`src/rtl/core/prl_pkg.sv`:
```
package prl_pkg;

  localparam int LIST_DEPTH  = 8;
  localparam int NUM_PLAYERS = 4;

  localparam int PLAYER_W = 2;
  localparam int ID_W     = 16;
  localparam int PRI_W    = 8;
  localparam int FADEB_W  = 8;
  localparam int FADE_W   = 11;
  localparam int ACT_W    = 2;

  localparam int CNT_W  = $clog2(LIST_DEPTH + 1);
  localparam int PIDX_W = (NUM_PLAYERS > 1) ? $clog2(NUM_PLAYERS) : 1;

  localparam int IN_BITS   = PLAYER_W + ID_W + PRI_W + FADEB_W;
  localparam int IN_DATA_W = ((IN_BITS + 7) / 8) * 8;
  localparam int OUT_BITS   = PLAYER_W + ACT_W + ID_W + PRI_W + FADE_W;
  localparam int OUT_DATA_W = ((OUT_BITS + 7) / 8) * 8;

  localparam logic [ACT_W-1:0] ACT_NONE       = 2'd0;
  localparam logic [ACT_W-1:0] ACT_START      = 2'd1;
  localparam logic [ACT_W-1:0] ACT_STOP       = 2'd2;
  localparam logic [ACT_W-1:0] ACT_STOP_START = 2'd3;

  localparam logic KIND_INSERT = 1'b0;
  localparam logic KIND_REMOVE = 1'b1;

  typedef struct packed {
    logic [ID_W-1:0]  id;
    logic [PRI_W-1:0] pri;
  } entry_t;

  typedef entry_t [LIST_DEPTH-1:0] row_t;

  localparam int ROW_W = $bits(row_t);

endpackage

```
`src/rtl/core/priority_request_list_top.sv`:
```
// result: registered into m_tdata when S_CALC completes and the output is free
// acceptance: a new transaction is taken only in S_IDLE, after the read then modify-write of a
//   player's list row in the single-port-per-side list memory; a held result stalls acceptance
// reset: rst is synchronous and active high; it empties every list (counts to zero),
//   list memory contents are not cleared and need no clearing pass
module priority_request_list_top (
  input  logic                               clk,
  input  logic                               rst,
  input  logic                               s_tvalid,
  output logic                               s_tready,
  // player, req_id, req_priority, fade_byte, zero pad
  input  logic [prl_pkg::IN_DATA_W-1:0]      s_tdata,
  // kind
  input  logic                               s_tuser,
  output logic                               m_tvalid,
  input  logic                               m_tready,
  // out_player, action, start_id, start_priority, fade_time, zero pad
  output logic [prl_pkg::OUT_DATA_W-1:0]     m_tdata
);

  import prl_pkg::*;

  localparam logic S_IDLE = 1'b0;
  localparam logic S_CALC = 1'b1;

  logic state;

  logic                kind;
  logic [PLAYER_W-1:0] player;
  logic [ID_W-1:0]     req_id;
  logic [PRI_W-1:0]    req_pri;
  logic [FADEB_W-1:0]  fade_byte;

  logic [CNT_W-1:0] counts [NUM_PLAYERS];

  logic [ROW_W-1:0] rd_word;
  row_t             row;
  row_t             row_next;
  logic             we;

  logic [PIDX_W-1:0] s_pidx;
  logic [PIDX_W-1:0] pidx;
  logic              accept;
  logic              fire;
  logic              player_ok;

  logic [CNT_W-1:0]  cnt;
  logic [CNT_W-1:0]  cnt_next;
  logic [CNT_W-1:0]  match_pos;
  logic [CNT_W-1:0]  ge_pos;
  logic              found;
  logic [ACT_W-1:0]  act;
  logic [ID_W-1:0]   o_id;
  logic [PRI_W-1:0]  o_pri;
  logic [FADE_W-1:0] o_fade;
  logic [FADE_W-1:0] fade;

  assign s_tready = (state == S_IDLE);
  assign accept   = s_tvalid && s_tready;
  assign fire     = (state == S_CALC) && (!m_tvalid || m_tready);
  assign s_pidx   = PIDX_W'(s_tdata[PLAYER_W-1:0]);
  assign pidx     = PIDX_W'(player);
  assign player_ok = (int'(player) < NUM_PLAYERS);
  assign row      = row_t'(rd_word);
  assign fade     = {fade_byte, 3'b000};

  prl_ram #(
    .WIDTH (ROW_W),
    .DEPTH (NUM_PLAYERS)
  ) u_list_ram (
    .clk   (clk),
    .we    (we && fire),
    .waddr (pidx),
    .wdata (ROW_W'(row_next)),
    .re    (accept),
    .raddr (s_pidx),
    .rdata (rd_word)
  );

  always_ff @(posedge clk) begin
    if (accept) begin
      kind      <= s_tuser;
      player    <= s_tdata[PLAYER_W-1:0];
      req_id    <= s_tdata[PLAYER_W +: ID_W];
      req_pri   <= s_tdata[PLAYER_W+ID_W +: PRI_W];
      fade_byte <= s_tdata[PLAYER_W+ID_W+PRI_W +: FADEB_W];
    end
  end

  always_comb begin
    cnt = player_ok ? counts[pidx] : '0;
    if (cnt > CNT_W'(LIST_DEPTH)) begin
      cnt = CNT_W'(LIST_DEPTH);
    end
  end

  // first matching id and first slot whose priority the new one equals or beats, over all slots at once
  always_comb begin
    match_pos = cnt;
    ge_pos    = cnt;
    found     = 1'b0;
    for (int i = LIST_DEPTH - 1; i >= 0; i--) begin
      if (CNT_W'(i) < cnt && row[i].id == req_id) begin
        match_pos = CNT_W'(i);
        found     = 1'b1;
      end
      if (CNT_W'(i) < cnt && req_pri >= row[i].pri) begin
        ge_pos = CNT_W'(i);
      end
    end
  end

  always_comb begin
    row_next = row;
    cnt_next = cnt;
    we       = 1'b0;
    act      = ACT_NONE;
    o_id     = '0;
    o_pri    = '0;
    o_fade   = '0;
    if (!player_ok) begin
      act = ACT_NONE;
    end else if (kind == KIND_INSERT) begin
      if (found) begin
        if (match_pos == '0) begin
          act    = ACT_START;
          o_id   = req_id;
          o_pri  = req_pri;
          o_fade = fade;
        end
      end else if (ge_pos < CNT_W'(LIST_DEPTH)) begin
        we = 1'b1;
        if (cnt < CNT_W'(LIST_DEPTH)) begin
          cnt_next = cnt + 1'b1;
        end
        for (int i = 0; i < LIST_DEPTH; i++) begin
          if (CNT_W'(i) == ge_pos) begin
            row_next[i].id  = req_id;
            row_next[i].pri = req_pri;
          end else if (CNT_W'(i) > ge_pos && i > 0) begin
            row_next[i] = row[i-1];
          end
        end
        if (ge_pos == '0) begin
          act    = ACT_START;
          o_id   = req_id;
          o_pri  = req_pri;
          o_fade = fade;
        end
      end
    end else begin
      if (found) begin
        we       = 1'b1;
        cnt_next = cnt - 1'b1;
        for (int i = 0; i < LIST_DEPTH - 1; i++) begin
          if (CNT_W'(i) >= match_pos) begin
            row_next[i] = row[i+1];
          end
        end
      end
      // head removed, or list already empty
      if (match_pos == '0) begin
        o_fade = fade;
        if (cnt_next != '0) begin
          act   = ACT_STOP_START;
          o_id  = row_next[0].id;
          o_pri = row_next[0].pri;
        end else begin
          act = ACT_STOP;
        end
      end
    end
  end

  always_ff @(posedge clk) begin
    if (rst) begin
      state    <= S_IDLE;
      m_tvalid <= 1'b0;
      for (int p = 0; p < NUM_PLAYERS; p++) begin
        counts[p] <= '0;
      end
    end else begin
      if (fire) begin
        m_tvalid <= 1'b1;
      end else if (m_tready) begin
        m_tvalid <= 1'b0;
      end
      unique case (state)
        S_IDLE: begin
          if (accept) begin
            state <= S_CALC;
          end
        end
        S_CALC: begin
          if (fire) begin
            state <= S_IDLE;
            if (we) begin
              counts[pidx] <= cnt_next;
            end
          end
        end
        default: begin
          state <= S_IDLE;
        end
      endcase
    end
  end

  always_ff @(posedge clk) begin
    if (fire) begin
      m_tdata <= OUT_DATA_W'({o_fade, o_pri, o_id, act, player});
    end
  end

endmodule

```
`src/rtl/core/prl_ram.sv`:
```
module prl_ram #(
  parameter int WIDTH = 8,
  parameter int DEPTH = 4
) (
  input  logic                                      clk,
  input  logic                                      we,
  input  logic [((DEPTH > 1) ? $clog2(DEPTH) : 1)-1:0] waddr,
  input  logic [WIDTH-1:0]                          wdata,
  input  logic                                      re,
  input  logic [((DEPTH > 1) ? $clog2(DEPTH) : 1)-1:0] raddr,
  output logic [WIDTH-1:0]                          rdata
);

  logic [WIDTH-1:0] mem [DEPTH];

  always_ff @(posedge clk) begin
    if (we) begin
      mem[waddr] <= wdata;
    end
    if (re) begin
      rdata <= mem[raddr];
    end
  end

endmodule
```
`config.mk`:
```
export PLATFORM = sky130hd
export DESIGN_NAME = priority_request_list_top
export DESIGN_NICKNAME = d
export VERILOG_FILES = /design/src/rtl/core/prl_pkg.sv /design/src/rtl/core/priority_request_list_top.sv /design/src/rtl/core/prl_ram.sv
export SDC_FILE = /design/constraint.sdc
export NUM_CORES = 1
export LEC_CHECK = 0
export BUFFER_PORTS_ARGS = -buffer_cell sky130_fd_sc_hd__clkbuf_2
export CAP_MARGIN = 20
export CORE_ASPECT_RATIO = 1.25
export CORE_MARGIN = 2
export CORE_UTILIZATION = 59
export CTS_BUF_LIST = sky130_fd_sc_hd__clkbuf_8
export DETAILED_ROUTE_END_ITERATION = 16
export PLACE_DENSITY = 0.8
export SLEW_MARGIN = 20
export SYNTH_ARGS = -nofsm -noshare
export SYNTH_HDL_FRONTEND = slang
export SYNTH_SLANG_ARGS = --single-unit
```
`constraint.sdc`:
```
create_clock -name clk -period 18.9 [get_ports clk]
set_clock_uncertainty 0.2 [all_clocks]
set_input_delay 0.945 -clock clk [delete_from_list [all_inputs] [get_ports clk]]
set_output_delay 0.945 -clock clk [all_outputs]
set_load 0.005 [all_outputs]
```
# Yosys cells after proc, flatten, opt, wreduce, memory -nomap -nowiden
# Memories as Yosys holds them, arrays and structs flattened. A register that Yosys moved wholly into a read port is not among the register bits.
# Cells that the tools add are included.
# Widths: inputs -> output; s select.
[totals]
ff_bits = 76
wordCells = 193
mem_count = 2
ramBits = 784
inputBits = 45
[memory_table]
columns = ["name", "words", "word_bits", "read_ports", "rd_clocked_by_memory_dff", "write_ports", "line", "source"]
rows = [
  ["u_list_ram.mem", 4, 192, 1, 1, 1, "prl_ram.sv:14", "logic [WIDTH-1:0] mem [DEPTH];"],
  ["counts", 4, 4, 1, 1, 4, "priority_request_list_top.sv:34", "logic [CNT_W-1:0] counts [NUM_PLAYERS];"],
]
[classes]
n_addsub = 2
eq_ne = 15
n_reduce_logical = 26
n_lt_le_gt_ge = 33
mux = 106
bitwise = 1
[op_table]
columns = ["op", "count"]
rows = [
  ["$mux 24", 23],
  ["$mux 192", 2],
  ["$mux 168", 2],
  ["$eq 16x16->1", 8],
  ["$mux 16", 7],
  ["$mux 4", 24],
  ["$ge 8x8->1", 8],
  ["$mux 8", 7],
  ["$mux 11", 5],
  ["$mux 1", 30],
  ["$logic_and 1x1->1", 19],
  ["$eq 3x4->1 const A", 4],
  ["$gt 3x4->1 const A", 4],
  ["$lt 3x4->1 const A", 4],
  ["$ge 3x4->1 const A", 3],
  ["$mux 2", 5],
  ["$eq 2x4->1 const A", 2],
  ["$ge 1x4->1 const A", 2],
  ["$ge 2x4->1 const A", 2],
  ["$gt 2x4->1 const A", 2],
  ["$logic_not 4->1", 2],
  ["$lt 1x4->1 const A", 2],
  ["$lt 2x4->1 const A", 2],
  ["$lt 4x4->1 const B", 2],
  ["12 further kinds", 12],
]

# Longest topological paths before layout
[depth]
word_depth = 23
mapped_depth = 17
ltp_nobuf = 12

# By module
# From an unflattened synthesis, not the netlist that was laid out.
[hier_totals]
cells_unflattened = 2762
area_unflattened_um2 = 46300.7
[modules_own_cells]
columns = ["mod", "cells_per_inst", "n_inst", "area_each_um2"]
rows = [
  ["prl_ram", 1199, 1, 33703.6],
  ["priority_request_list_top", 1563, 1, 12597.1],
]

# Worst setup path before layout
# Ideal clock, no wire load.
[synth_timing]
path_type = "reg2reg"
start = "register with a tool-made name"
end = "memory counts[0][0] (netlist name), enable pin"
stages_incl_launch_ff = 15
t_arrival_ps = 17339
slack_ps = 995
path_cell_list = "dfxtp_1 buf_4 mux4_2 clkbuf_1 nand2b_1 ha_1 inv_1 nor2_4 a221oi_2 nand4b_4 o2111ai_1 a21o_1 buf_2 nor3_1 or2_2"
[synth_lines]
columns = ["element", "line"]
rows = [
  ["end, declared", "priority_request_list_top.sv:34"],
]

# Worst setup path in the final report
[layout_timing]
start = "register req_id[4]"
end = "memory u_list_ram.mem[2][19] (netlist name), enable pin"
[layout_between]
elab_chain_len = 15
word_cells_on_any_way = 30
[layout_rtl]
columns = ["element", "line", "source"]
rows = [
  ["start, declared", "priority_request_list_top.sv:30", "logic [ID_W-1:0] req_id;"],
  ["start signal, assigned", "priority_request_list_top.sv:84", "req_id <= s_tdata[PLAYER_W +: ID_W];"],
  ["$eq 16x16->1", "priority_request_list_top.sv:103", "if (CNT_W'(i) < cnt && row[i].id == req_id) begin"],
  ["$logic_and 1x1->1", "priority_request_list_top.sv:103", ""],
  ["$mux 1 (7 in series)", "priority_request_list_top.sv:103", ""],
  ["$mux 1 *", "priority_request_list_top.sv:103", ""],
  ["$mux 1 (on tied branches)", "priority_request_list_top.sv:124, priority_request_list_top.sv:152", ""],
  ["$mux 1 *", "priority_request_list_top.sv:123", "end else if (kind == KIND_INSERT) begin"],
  ["$logic_and 1x1->1 *", "priority_request_list_top.sv:72", ".we (we && fire),"],
  ["$mux 1 *", "prl_ram.sv:17", "if (we) begin"],
  ["$mux 1 (not written as such) *", "prl_ram.sv:18", "mem[waddr] <= wdata;"],
  ["end, declared", "prl_ram.sv:14", ""],
]
# Every way passes the cells marked *; elsewhere a longest branch is shown, timed or not.

==> impl_metrics.csv <==
group,metric,value,unit
global_route,grt_pass1_wl,168000,um
run_status,status,"completed",
logic_synthesis,async_flop_share,0,%
placed_design,hpwlAfterDp,64800,um
die,core_area,0.0786,mm2
finish,fillers,5263,
finish,area_growth,9.97,%
placed_design,place.gp.congestion,0.914,
detailed_routing,drt_iter0_markers,3129,
cts,ctsResizeCount,0,
die,die_w,256,um
pwr,peakVddDrop,0.0000587,V
die,ios,87,
detailed_routing,wl,110000,um
logic_synthesis,synth.most_common_cell,"edfxtp_1",
die,row_count,115,
cts,cts_buffer_depth,3,
die,initial_core_util,59.4,%
cts,cts_tree,"built",
cts,cts_htree_levels,4,
timing,worst_slew_pin_slew,1220,ps
cts,path_clk_slew,60,ps
worst_setup_path,endpoint_kind,"flip-flop",
global_route,grt_usage,27.2,%
cts,post_cts_buffers,0,
timing,fmax,151,MHz
detailed_routing,drc_errors,0,
logic_synthesis,syn_area,0.0467,mm2
job,maxCapViolCount,0,
global_route,grt_pass1_vias,28800,
pwr,p_per_area,104,mW/mm2
detailed_routing,vias,27300,
global_route,antenna_found_initial,1,
cts,hold_buffers,0,
worst_setup_path,path_class,"flip-flop to flip-flop",
global_route,grt_max_degree,167,
placed_design,io_buffers,76,
cts,clk_latency,820,ps
timing,grt_setup_unrepaired,"false",
timing,timing.slew.headroom,17.8,%
detailed_routing,dr.pass1.iters,11,
detailed_routing,ant_nets,0,
finish,finalNonFillerCells,4069,
logic_synthesis,post-synth-top-area-fraction,67.4,%
finish,final_util,65.3,%
logic_synthesis,synth_area_leaders,"edfxtp_1 67%, mux4_2 9.6%, mux2i_1 4.2%",
timing,maxSlewViolCount,0,
detailed_routing,avgRoutedWirePerCell,27.1,um
finish,nNetsFinal,3004,
global_route,grt_overflow,0,
logic_synthesis,synth.yosys.seq_area_share,67.5,%
worst_setup_path,cp_max_fo,68,
worst_setup_path,worst_setup_path_start_kind,"flip-flop",
logic_synthesis,synth_ff_type,"edfxtp_1",
logic_synthesis,ys_warn_count,0,
timing,min_period,6640,ps
cts,cts_sinks,1051,
pwr,leakagePower,17.6,nW
cts,root_buffer,"clkbuf_8",
worst_setup_path,crit_arrival,6870,ps
die,die-area,0.0814,mm2
hold_path,hp-class,"primary input to flip-flop",
timing,finalSetupTns,0,ps
detailed_routing,routed_via_density,6.71,
logic_synthesis,synth_area_leader_cell,"edfxtp_1",
logic_synthesis,synthDistinctLibCells,86,
worst_setup_path,worst-endpoint-required,19130,ps
worst_setup_path,r2r_setup_slack,12260,ps
cts,numCtsBuffers,161,
timing,fin_crit_sh,35.2,%
placed_design,dp.cells,3781,
logic_synthesis,synth.avg_cell_area,16.9,um2
finish,drive_gt1_share,21.4,%
timing,hold_viol_final,0,
logic_synthesis,synth_seq_cells,1051,
logic_synthesis,synthTopCellsByCount,"1,047 x edfxtp_1, 198 x mux4_2, 195 x mux2i_1",
logic_synthesis,synth_edf_count,1047,
timing,setup_violations,0,
logic_synthesis,postSynthCellCount,2763,
die,dieHeight,318,um
-- metrics by stage --
step	instance area, um2	power [mW]	hold slack, ps	worst slack, ps
2_1_floorplan	46700	3.35	278	995
3_3_place_gp	48200	3.51	293	12110
3_5_place_dp	48200	3.55	311	12020
4_1_cts	51300	5.36	25.7	11990
5_1_grt	51300	5.52	58.7	11940
6_report	51300	5.34	104	12260
-- per-layer routing --
layer,wire length [um],up-vias,global-route usage [%],share of wire [%]
met5,0,-,0,0
met3,9230,351,4.82,8.4
li1,-,11400,-,-
met4,4590,0,13.2,4.2
met1,41400,13900,34.9,38
met2,54900,1674,45.2,50
-- cells in the final DEF, fill, tap and decap left out, drive strengths merged, types with 17 or more instances in the layout --
master	count
edfxtp	1047
clkbuf	240
mux4	198
mux2i	195
inv	132
o21ai	132
nand2	112
xnor2	96
nor2	86
a22oi	79
buf	72
ha	68
clkinv	65
mux2	49
a221o	46
a21oi	34
xor2	32
a211oi	31
nand4	30
and2	28
o2bb2ai	27
o221ai	26
o211ai	22
nor4	17
-- flip-flops by register name (all words and copies together), names as in the netlist, named ones only --
| register | count |
|---|---|
| counts | 16 |
| fade_byte | 8 |
| kind | 1 |
| m_tdata | 36 |
| m_tvalid | 1 |
| pidx | 2 |
| req_id | 16 |
| req_pri | 8 |
| state | 1 |
| u_list_ram.mem | 768 |
| u_list_ram.rdata | 192 |
-- logic make-up (layout without fill, tap and decap cells) --
group                      count (synthesis)  count (layout)  synth area share [%]
xor gates and xnor gates                 128             128                  2.40
other                                      1               5               0.00803
muxes                                    442             442                  14.9
and+or+nand+nor                          338             338                  3.61
DFF                                     1051            1051                  67.5
buffers and inverters                    274             523                  2.55
adders and majority gates                 68              68                  1.82
AOI/OAI and AO/OA                        461             461                  7.16
-- worst max-delay path, stage by stage, from the launching register on --
cell	delay, ps
edfxtp_1	990
xnor2_1	190
nand4_1	110
nor4_1	1020
o21ai_0	340
nand4_1	270
o21ai_0	200
a21o_1	410
nor2_4	840
buf_6	720
buf_4	840
-- power by group --
| group | switching [mW] | internal (mW) | leakage, nW | total [mW] |
|---|---|---|---|---|
| Clock | 0.863 | 0.962 | 1.74 | 1.82 |
| Sequential | 0.0630 | 2.74 | 9.68 | 2.80 |
| Combinational | 0.450 | 0.268 | 6.15 | 0.718 |
-- final cells by class --
type                    count  area, um2  area share [%]
clock inverters           122        801            1.56
flip-flops and latches   1051      31500            61.4
diodes                      1       2.50         0.00488
well taps                1053       1320            2.57
clock buffers             165       2270            4.42
multi-input cells        1441      14100            27.5
repair buffers            147        972            1.89
inverters                  89        334           0.651
-- worst paths after layout --
kind	cells past startpoint	to	from
worst min register to register	1	m_tdata[37]$_DFFE_PP_	fade_byte[6]$_DFFE_PP_
worst max register to register	10	u_list_ram.mem[2][19]$_DFFE_PP_	req_id[4]$_DFFE_PP_
worst min-delay path	1	fade_byte[1]$_DFFE_PP_	s_tdata[27]
worst max-delay path	10	u_list_ram.mem[2][19]$_DFFE_PP_	req_id[4]$_DFFE_PP_
(Power assumes the default switching activity.)
